--- config.mk ---
export PLATFORM = sky130hd
export DESIGN_NAME = windowed_threshold_centroid_unit
export DESIGN_NICKNAME = d
export VERILOG_FILES = /design/src/hw/rtl/wtc_pkg.sv /design/src/hw/rtl/wtc_div.sv /design/src/hw/rtl/wtc_dp.sv /design/src/hw/rtl/wtc_ctrl.sv /design/src/hw/rtl/windowed_threshold_centroid_unit.sv
export SDC_FILE = /design/constraint.sdc
export NUM_CORES = 1
export LEC_CHECK = 0
export BUFFER_PORTS_ARGS = -buffer_cell sky130_fd_sc_hd__buf_4
export CORE_UTILIZATION = 30
export CTS_BUF_LIST = sky130_fd_sc_hd__clkbuf_8
export DETAILED_ROUTE_END_ITERATION = 7
export SKIP_LAST_GASP = 1
export SYNTH_ARGS = -nofsm -noshare
export SYNTH_HDL_FRONTEND = slang
export SYNTH_SLANG_ARGS = --single-unit
--- constraint.sdc ---
create_clock -name clk -period 4.43 [get_ports clk]
set_input_delay 1.1075 -clock clk [delete_from_list [all_inputs] [get_ports clk]]
set_output_delay 1.1075 -clock clk [all_outputs]
set_load 0.05 [all_outputs]
--- src/hw/rtl/wtc_pkg.sv ---
package wtc_pkg;

  // field and state widths
  localparam int PIX_W     = 8;
  localparam int CFG_W     = 12;
  localparam int CNT_W     = 11;
  localparam int HIT_W     = 23;
  localparam int SUM_W     = 33;
  localparam int OUT_W     = 11;
  localparam int IDX_W     = 3;
  // effective frame sizes up to 8192 need 14 bits
  localparam int DIM_W     = 14;
  // divider step counter holds SUM_W
  localparam int DIV_CNT_W = $clog2(SUM_W + 1);

  // configuration register indexes
  typedef enum logic [IDX_W-1:0] {
    REG_THRESHOLD      = 3'd0,
    REG_FRAME_WIDTH    = 3'd1,
    REG_FRAME_HEIGHT   = 3'd2,
    REG_WINDOW_X_START = 3'd3,
    REG_WINDOW_X_END   = 3'd4,
    REG_WINDOW_Y_START = 3'd5,
    REG_WINDOW_Y_END   = 3'd6
  } cfg_idx_t;

  // configuration reset values
  localparam logic [PIX_W-1:0] THRESHOLD_RST    = 8'd128;
  localparam logic [CFG_W-1:0] FRAME_WIDTH_RST  = 12'd640;
  localparam logic [CFG_W-1:0] FRAME_HEIGHT_RST = 12'd480;
  localparam logic [CFG_W-1:0] WINDOW_END_RST   = 12'd2048;

  typedef enum logic {
    ST_ACCUM,
    ST_DIVIDE
  } state_t;

  // controller to datapath
  typedef struct packed {
    logic pix_acc;
    logic frame_close;
    logic out_load;
  } cmd_t;

  // datapath to controller
  typedef struct packed {
    logic div_busy;
  } sts_t;

endpackage

--- src/hw/rtl/wtc_div.sv ---
module wtc_div
  import wtc_pkg::*;
(
  input  logic             clk,
  input  logic             rst,
  input  logic             start,
  input  logic [SUM_W-1:0] dividend,
  input  logic [HIT_W-1:0] divisor,
  output logic             busy,
  output logic [SUM_W-1:0] quotient
);

  logic [SUM_W-1:0]     work;
  logic [SUM_W-1:0]     work_next;
  logic [HIT_W-1:0]     rem;
  logic [HIT_W-1:0]     rem_next;
  logic [HIT_W-1:0]     dvs;
  logic [DIV_CNT_W-1:0] steps;
  logic [HIT_W:0]       rem_sh;
  logic                 fits;

  // one restoring step: shift in the next dividend bit, subtract if it fits
  always_comb begin
    rem_sh    = {rem, work[SUM_W-1]};
    fits      = rem_sh >= {1'b0, dvs};
    rem_next  = fits ? HIT_W'(rem_sh - {1'b0, dvs}) : rem_sh[HIT_W-1:0];
    work_next = {work[SUM_W-2:0], fits};
  end

  // step counter
  always_ff @(posedge clk) begin
    if (rst) begin
      steps <= '0;
    end else if (start) begin
      steps <= DIV_CNT_W'(SUM_W);
    end else if (steps != '0) begin
      steps <= steps - 1'b1;
    end
  end

  // operand and partial remainder registers
  always_ff @(posedge clk) begin
    if (start) begin
      work <= dividend;
      dvs  <= divisor;
      rem  <= '0;
    end else if (steps != '0) begin
      work <= work_next;
      rem  <= rem_next;
    end
  end

  assign busy     = steps != '0;
  assign quotient = work;

endmodule

--- src/hw/rtl/wtc_dp.sv ---
module wtc_dp
  import wtc_pkg::*;
#(
  parameter int MAX_WIDTH  = 2048,
  parameter int MAX_HEIGHT = 2048
) (
  input  logic             clk,
  input  logic             rst,
  input  cmd_t             cmd,
  output sts_t             sts,
  input  logic             cfg_write,
  input  logic [IDX_W-1:0] cfg_index,
  input  logic [CFG_W-1:0] cfg_data,
  input  logic [PIX_W-1:0] pixel,
  output logic [OUT_W-1:0] center_x,
  output logic [OUT_W-1:0] center_y,
  output logic             empty_set
);

  localparam logic [DIM_W-1:0] MaxW = DIM_W'(MAX_WIDTH);
  localparam logic [DIM_W-1:0] MaxH = DIM_W'(MAX_HEIGHT);

  logic [PIX_W-1:0] threshold;
  logic [CFG_W-1:0] frame_width;
  logic [CFG_W-1:0] frame_height;
  logic [CFG_W-1:0] window_x_start;
  logic [CFG_W-1:0] window_x_end;
  logic [CFG_W-1:0] window_y_start;
  logic [CFG_W-1:0] window_y_end;

  logic [CNT_W-1:0] column_counter;
  logic [CNT_W-1:0] column_counter_next;
  logic [CNT_W-1:0] row_counter;
  logic [CNT_W-1:0] row_counter_next;
  logic [HIT_W-1:0] hit_count;
  logic [HIT_W-1:0] hit_count_next;
  logic [SUM_W-1:0] column_sum;
  logic [SUM_W-1:0] column_sum_next;
  logic [SUM_W-1:0] row_sum;
  logic [SUM_W-1:0] row_sum_next;
  logic [HIT_W-1:0] hit_snap;

  logic [DIM_W-1:0] fw;
  logic [DIM_W-1:0] fh;
  logic [DIM_W-1:0] xe;
  logic [DIM_W-1:0] ye;
  logic [CNT_W:0]   col_p1;
  logic [CNT_W:0]   row_p1;
  logic             in_win;
  logic             hit;

  logic             x_busy;
  logic             y_busy;
  logic [SUM_W-1:0] x_quot;
  logic [SUM_W-1:0] y_quot;

  // configuration registers
  always_ff @(posedge clk) begin
    if (rst) begin
      threshold      <= THRESHOLD_RST;
      frame_width    <= FRAME_WIDTH_RST;
      frame_height   <= FRAME_HEIGHT_RST;
      window_x_start <= '0;
      window_x_end   <= WINDOW_END_RST;
      window_y_start <= '0;
      window_y_end   <= WINDOW_END_RST;
    end else if (cfg_write) begin
      unique case (cfg_idx_t'(cfg_index))
        REG_THRESHOLD:      threshold      <= cfg_data[PIX_W-1:0];
        REG_FRAME_WIDTH:    frame_width    <= cfg_data;
        REG_FRAME_HEIGHT:   frame_height   <= cfg_data;
        REG_WINDOW_X_START: window_x_start <= cfg_data;
        REG_WINDOW_X_END:   window_x_end   <= cfg_data;
        REG_WINDOW_Y_START: window_y_start <= cfg_data;
        REG_WINDOW_Y_END:   window_y_end   <= cfg_data;
        default: ;
      endcase
    end
  end

  // effective frame size and clipped window ends
  always_comb begin
    if (frame_width == '0) begin
      fw = DIM_W'(1);
    end else if (DIM_W'(frame_width) > MaxW) begin
      fw = MaxW;
    end else begin
      fw = DIM_W'(frame_width);
    end
    if (frame_height == '0) begin
      fh = DIM_W'(1);
    end else if (DIM_W'(frame_height) > MaxH) begin
      fh = MaxH;
    end else begin
      fh = DIM_W'(frame_height);
    end
    xe = (DIM_W'(window_x_end) < fw) ? DIM_W'(window_x_end) : fw;
    ye = (DIM_W'(window_y_end) < fh) ? DIM_W'(window_y_end) : fh;
  end

  // window and threshold test
  always_comb begin
    in_win = (CFG_W'(column_counter) >= window_x_start) &&
             (DIM_W'(column_counter) < xe) &&
             (CFG_W'(row_counter) >= window_y_start) &&
             (DIM_W'(row_counter) < ye) &&
             (pixel >= threshold);
    hit = cmd.pix_acc && in_win;
  end

  // accumulate and advance raster position
  always_comb begin
    hit_count_next  = hit_count;
    column_sum_next = column_sum;
    row_sum_next    = row_sum;
    if (hit) begin
      hit_count_next  = hit_count + 1'b1;
      column_sum_next = column_sum + SUM_W'(column_counter);
      row_sum_next    = row_sum + SUM_W'(row_counter);
    end
    col_p1              = {1'b0, column_counter} + 1'b1;
    row_p1              = {1'b0, row_counter} + 1'b1;
    column_counter_next = col_p1[CNT_W-1:0];
    row_counter_next    = row_counter;
    if (DIM_W'(col_p1) >= fw) begin
      column_counter_next = '0;
      row_counter_next    = (DIM_W'(row_p1) >= MaxH) ? '0 : row_p1[CNT_W-1:0];
    end
  end

  // frame state, cleared after the frame end transaction
  always_ff @(posedge clk) begin
    if (rst) begin
      column_counter <= '0;
      row_counter    <= '0;
      hit_count      <= '0;
      column_sum     <= '0;
      row_sum        <= '0;
    end else if (cmd.frame_close) begin
      column_counter <= '0;
      row_counter    <= '0;
      hit_count      <= '0;
      column_sum     <= '0;
      row_sum        <= '0;
    end else if (cmd.pix_acc) begin
      column_counter <= column_counter_next;
      row_counter    <= row_counter_next;
      hit_count      <= hit_count_next;
      column_sum     <= column_sum_next;
      row_sum        <= row_sum_next;
    end
  end

  // hit count of the closed frame
  always_ff @(posedge clk) begin
    if (cmd.frame_close) begin
      hit_snap <= hit_count_next;
    end
  end

  // one divider per axis, running in lockstep
  wtc_div u_div_x (
    .clk      (clk),
    .rst      (rst),
    .start    (cmd.frame_close),
    .dividend (column_sum_next),
    .divisor  (hit_count_next),
    .busy     (x_busy),
    .quotient (x_quot)
  );

  wtc_div u_div_y (
    .clk      (clk),
    .rst      (rst),
    .start    (cmd.frame_close),
    .dividend (row_sum_next),
    .divisor  (hit_count_next),
    .busy     (y_busy),
    .quotient (y_quot)
  );

  assign sts.div_busy = x_busy || y_busy;

  // result register, centre reads as zero when outside the frame or when no pixel hit
  always_ff @(posedge clk) begin
    if (cmd.out_load) begin
      empty_set <= hit_snap == '0;
      center_x  <= (hit_snap == '0 || x_quot >= SUM_W'(fw)) ? '0 : x_quot[OUT_W-1:0];
      center_y  <= (hit_snap == '0 || y_quot >= SUM_W'(fh)) ? '0 : y_quot[OUT_W-1:0];
    end
  end

endmodule

--- src/hw/rtl/wtc_ctrl.sv ---
module wtc_ctrl
  import wtc_pkg::*;
(
  input  logic clk,
  input  logic rst,
  input  logic in_valid,
  input  logic frame_end,
  output logic in_ready,
  output logic out_valid,
  input  logic out_ready,
  input  sts_t sts,
  output cmd_t cmd
);

  state_t state;
  state_t state_next;

  // state register
  always_ff @(posedge clk) begin
    if (rst) begin
      state <= ST_ACCUM;
    end else begin
      state <= state_next;
    end
  end

  // next state and commands
  always_comb begin
    state_next      = state;
    in_ready        = 1'b0;
    cmd.pix_acc     = 1'b0;
    cmd.frame_close = 1'b0;
    cmd.out_load    = 1'b0;
    unique case (state)
      ST_ACCUM: begin
        in_ready        = 1'b1;
        cmd.pix_acc     = in_valid;
        cmd.frame_close = in_valid && frame_end;
        if (in_valid && frame_end) begin
          state_next = ST_DIVIDE;
        end
      end
      ST_DIVIDE: begin
        if (!sts.div_busy && (!out_valid || out_ready)) begin
          cmd.out_load = 1'b1;
          state_next   = ST_ACCUM;
        end
      end
      default: state_next = ST_ACCUM;
    endcase
  end

  // result held until the output transaction
  always_ff @(posedge clk) begin
    if (rst) begin
      out_valid <= 1'b0;
    end else if (cmd.out_load) begin
      out_valid <= 1'b1;
    end else if (out_ready) begin
      out_valid <= 1'b0;
    end
  end

  // no pixel taken while the dividers work on the closed frame
  a_stall_after_close: assert property (@(posedge clk) disable iff (rst)
    cmd.frame_close |=> !in_ready && sts.div_busy)
    else $error("input not stalled after frame end");

  // result loaded only from a finished division
  a_load_when_done: assert property (@(posedge clk) disable iff (rst)
    cmd.out_load |-> !sts.div_busy && state == ST_DIVIDE)
    else $error("result loaded while dividers busy");

  // a new result only comes from a load
  a_valid_from_load: assert property (@(posedge clk) disable iff (rst)
    $rose(out_valid) |-> $past(cmd.out_load))
    else $error("output valid without result load");

  // a held result is never overwritten
  a_no_overwrite: assert property (@(posedge clk) disable iff (rst)
    cmd.out_load && out_valid |-> out_ready)
    else $error("pending result overwritten");

endmodule

--- src/hw/rtl/windowed_threshold_centroid_unit.sv ---
// channel  | handshake              | payload
// ---------+------------------------+---------------------------------
// input    | in_valid / in_ready    | pixel, frame_end
// output   | out_valid / out_ready  | center_x, center_y, empty_set
// config   | cfg_write              | cfg_index, cfg_data
//
// one pixel per cycle while a frame accumulates
// a frame end transaction holds in_ready low while the two bit-serial
// dividers produce one quotient bit per cycle, and longer if the
// previous result has not yet been taken from the output register
// rst is synchronous; it clears counters, sums and configuration registers to defaults
// a stalled output does not block pixels of the current frame; it lengthens the stall after the next frame end
module windowed_threshold_centroid_unit
  import wtc_pkg::*;
#(
  parameter int MAX_WIDTH  = 2048,
  parameter int MAX_HEIGHT = 2048
) (
  input  logic             clk,
  input  logic             rst,
  input  logic             in_valid,
  output logic             in_ready,
  input  logic [PIX_W-1:0] pixel,
  input  logic             frame_end,
  output logic             out_valid,
  input  logic             out_ready,
  output logic [OUT_W-1:0] center_x,
  output logic [OUT_W-1:0] center_y,
  output logic             empty_set,
  input  logic             cfg_write,
  input  logic [IDX_W-1:0] cfg_index,
  input  logic [CFG_W-1:0] cfg_data
);

  cmd_t cmd;
  sts_t sts;

  wtc_ctrl u_ctrl (
    .clk       (clk),
    .rst       (rst),
    .in_valid  (in_valid),
    .frame_end (frame_end),
    .in_ready  (in_ready),
    .out_valid (out_valid),
    .out_ready (out_ready),
    .sts       (sts),
    .cmd       (cmd)
  );

  wtc_dp #(
    .MAX_WIDTH  (MAX_WIDTH),
    .MAX_HEIGHT (MAX_HEIGHT)
  ) u_dp (
    .clk       (clk),
    .rst       (rst),
    .cmd       (cmd),
    .sts       (sts),
    .cfg_write (cfg_write),
    .cfg_index (cfg_index),
    .cfg_data  (cfg_data),
    .pixel     (pixel),
    .center_x  (center_x),
    .center_y  (center_y),
    .empty_set (empty_set)
  );

endmodule
==> metrics.yaml <==
worstPathMaxFanout: 9
synthDistinctLibCells: 63
synthFlopType: "dfxtp_1"
critPathMaxStageDelay_ns: 0.42
fp-row-count: 95
final_cells: 3464
path_buf_inv: 6
core_um2: 67300
cts_made_buffers: 68
syn_area_um2: 20400
num-nets-final: 2754
drive_above_1_share: 0.155
drt_iter0_drc: 1236
timing.final.ws_setup_ns: -0.0684
die_h_um: 263
finalSetupTns_ns: -0.144
cp_data_arrival_time_ns: 4.86
grt_pass1_wl_um: 86900
vias: 17100
wire_per_inst_um: 15.8
period_share: 1.02
grt_max_degree: 82
antenna_left: 0
area_delta_synth_final_pct: 21.1
required_ns: 4.80
dp_slack_ns: -0.293
synth.yosys.seq_area_share: 0.411
hold_path.class: "register to register"
finalClockSkew_ns: 0.0245
path_clk_slew_ns: 0.07
grt_setup_unrepaired: "yes"
cap_violations: 0
io-pin-count: 54
drv_slew: 0
synthesis.nets: 2592
power-per-cell-area_nw_per_um2: 507
first_pass_iters: 5
path_class: "register to register"
port_buffers: 53
synth_edf_count: 112
period_needed_ns: 4.50
endpoint_kind: "register"
cts_tree: "yes"
yosys-top-cells-area: "dfxtp_1 (25%), edfxtp_1 (16%), ha_1 (11%)"
root_buffer: "clkbuf_8"
wirelength_um: 54700
max_freq_mhz: 222
dieArea_um2: 69100
yosys.area.top_type_share: 0.246
chipWidth_um: 263
synth_warnings: 0
cts_max_level: 3
post-route-util: 0.368
yosys.area.top_type: "dfxtp_1"
slew_headroom: 0.0631
async_flop_share: 0
crit_chain: "inv_4 -> buf_8 -> nand2_2 -> ha_1 -> nand2_1 -> nor3_2 -> nand2_1 -> o211a_1 -> buf_12 -> buf_8 -> nor2_2 -> a21oi_1 -> ha_1 -> nand4_1 -> a2111oi_4 -> a2111oi_2 -> or3_4 -> nand4_4 -> buf_8 -> buf_12 -> nor2_1 -> a21oi_1 -> o21ai_1"
syn_inst: 2377
grt_pass1_vias: 16300
hold_violations: 0
fillCellCount: 6844
crit_family: "simple AND/OR/NAND/NOR gates"
grt_usage: 0.154
dpl.hpwl_um: 38200
clock_path_buffers: 3
violations: "setup timing"
cts.sinks: 363
place_congestion: 0.828
ff_latch_area_um2: 8390
clk_latency_ns: 0.64
drc: 0
start_kind: "register"
hold_buffers: 0
ir_worst_vdd_mv: 0.272
multiInputGateArea_um2: 11800
placedCellCount: 3320
p_leak_nw: 9.90
ff2ff_setup_slack_ns: -0.07
p_total_w: 0.0125
avgViaCountPerCell: 4.95
antenna_found_initial: 1
synth-seq-cells: 363
setup_viol: 5
status: "finished, violations left"
worstMarginPinSlew_ns: 1.41
crit_top_cell: "buf_8"
slowest_stage: "or3_4"
initial_utilization: 0.304
grt_overflow_total: 0
syn_avg_cell_area_um2: 8.59
synthTopCellsByCount: "nand2_1 (343), a21oi_1 (252), dfxtp_1 (251)"
yosysMostFrequentCell: "nand2_1"
-- logic make-up after synthesis --
logic type / count (synthesis) / share of synthesized area
compound gates: 561 / 0.160
xor+xnor: 141 / 0.0605
mux: 19 / 0.00943
buf+inv: 202 / 0.0375
flops: 363 / 0.411
fa+ha+maj: 186 / 0.115
simple gates: 905 / 0.207
-- sequential cells by signal, indices dropped and copies added, names as in the netlist, 23 cells and up --
| register | count |
|---|---|
| u_dp.hit_snap | 23 |
| u_dp.u_div_y.rem | 23 |
| u_dp.row_sum | 33 |
| u_dp.u_div_x.rem | 23 |
| u_dp.hit_count | 23 |
| u_dp.column_sum | 33 |
| u_dp.u_div_x.quotient | 33 |
| u_dp.u_div_y.quotient | 33 |
-- metrics by stage --
stage	instance area, um2	hold slack [ns]
2_1_floorplan	20400	0.436
3_3_place_gp	22600	0.442
3_5_place_dp	22600	0.448
4_1_cts	23900	0.455
5_1_grt	24700	0.470
6_report	24700	0.453
-- where the power goes --
group	leakage, nW	internal (W)	switching [W]
Clock	0.764	0.00181	0.00149
Sequential	3.17	0.00422	0.000459
Combinational	5.97	0.00188	0.00269
Total	9.90	0.00790	0.00464
-- routing by layer --
metal / GRT usage / up-vias / wire [um]
met2: 0.235 / 315 / 23800
met5: 0 / - / 0
met1: 0.220 / 8008 / 27100
li1: - / 8727 / -
met4: 0.0465 / 0 / 1190
met3: 0.0278 / 89 / 2560
-- worst min-delay path, delay by kind of cell, from the launching register on --
family	cells	cell delay (ns)
simple gates	1	0.05
compound gates	1	0.05
flops	1	0.30
-- cells in the final DEF, fill, tap and decap left out, types with 20 or more instances in the layout --
cell type  netlist  final
nand2_1        343    335
dfxtp_1        251    250
a21oi_1        252    237
nor2_1         229    216
ha_1           182    176
buf_4            1    170
inv_1          102    116
edfxtp_1       112    112
o21ai_0        123    106
xnor2_1         93     87
clkbuf_8         0     79
o21ai_1         35     49
xor2_1          48     48
nor3_1          59     43
nand3_1         40     39
and2_1          35     35
nand4_1         33     33
a21o_1          31     31
and3_1          28     28
a211oi_1        25     23
nor4_1          24     21
nor2b_1         21     20
nand2b_1        21     20
-- layout make-up --
class                           instances  area share
Clock inverter                         42      0.0111
Antenna cell                            1    0.000101
Timing Repair Buffer                  191      0.0666
Tap cell                              873      0.0442
Sequential cell                       363       0.339
Multi-Input combinational cell       1812       0.479
Clock buffer                           79      0.0440
Inverter                              103      0.0157
-- final timing paths --
check                              from                       end  depth (start not counted)
setup / recovery  u_dp.frame_height[11]  u_dp.u_div_x.quotient[5]                         23
hold / removal        u_dp.threshold[6]         u_dp.threshold[6]                          2
setup reg to reg  u_dp.frame_height[11]  u_dp.u_div_x.quotient[5]                         23
hold reg to reg       u_dp.threshold[6]         u_dp.threshold[6]                          2
-- timing repair --
action	CTS	global route
setup buffers	0	19
cloned	0	3
pin swaps	1	74
endpoints found under the setup margin	169	184
gates resized for setup	8	129
No activity file was read; power rests on OpenSTA's default activity.
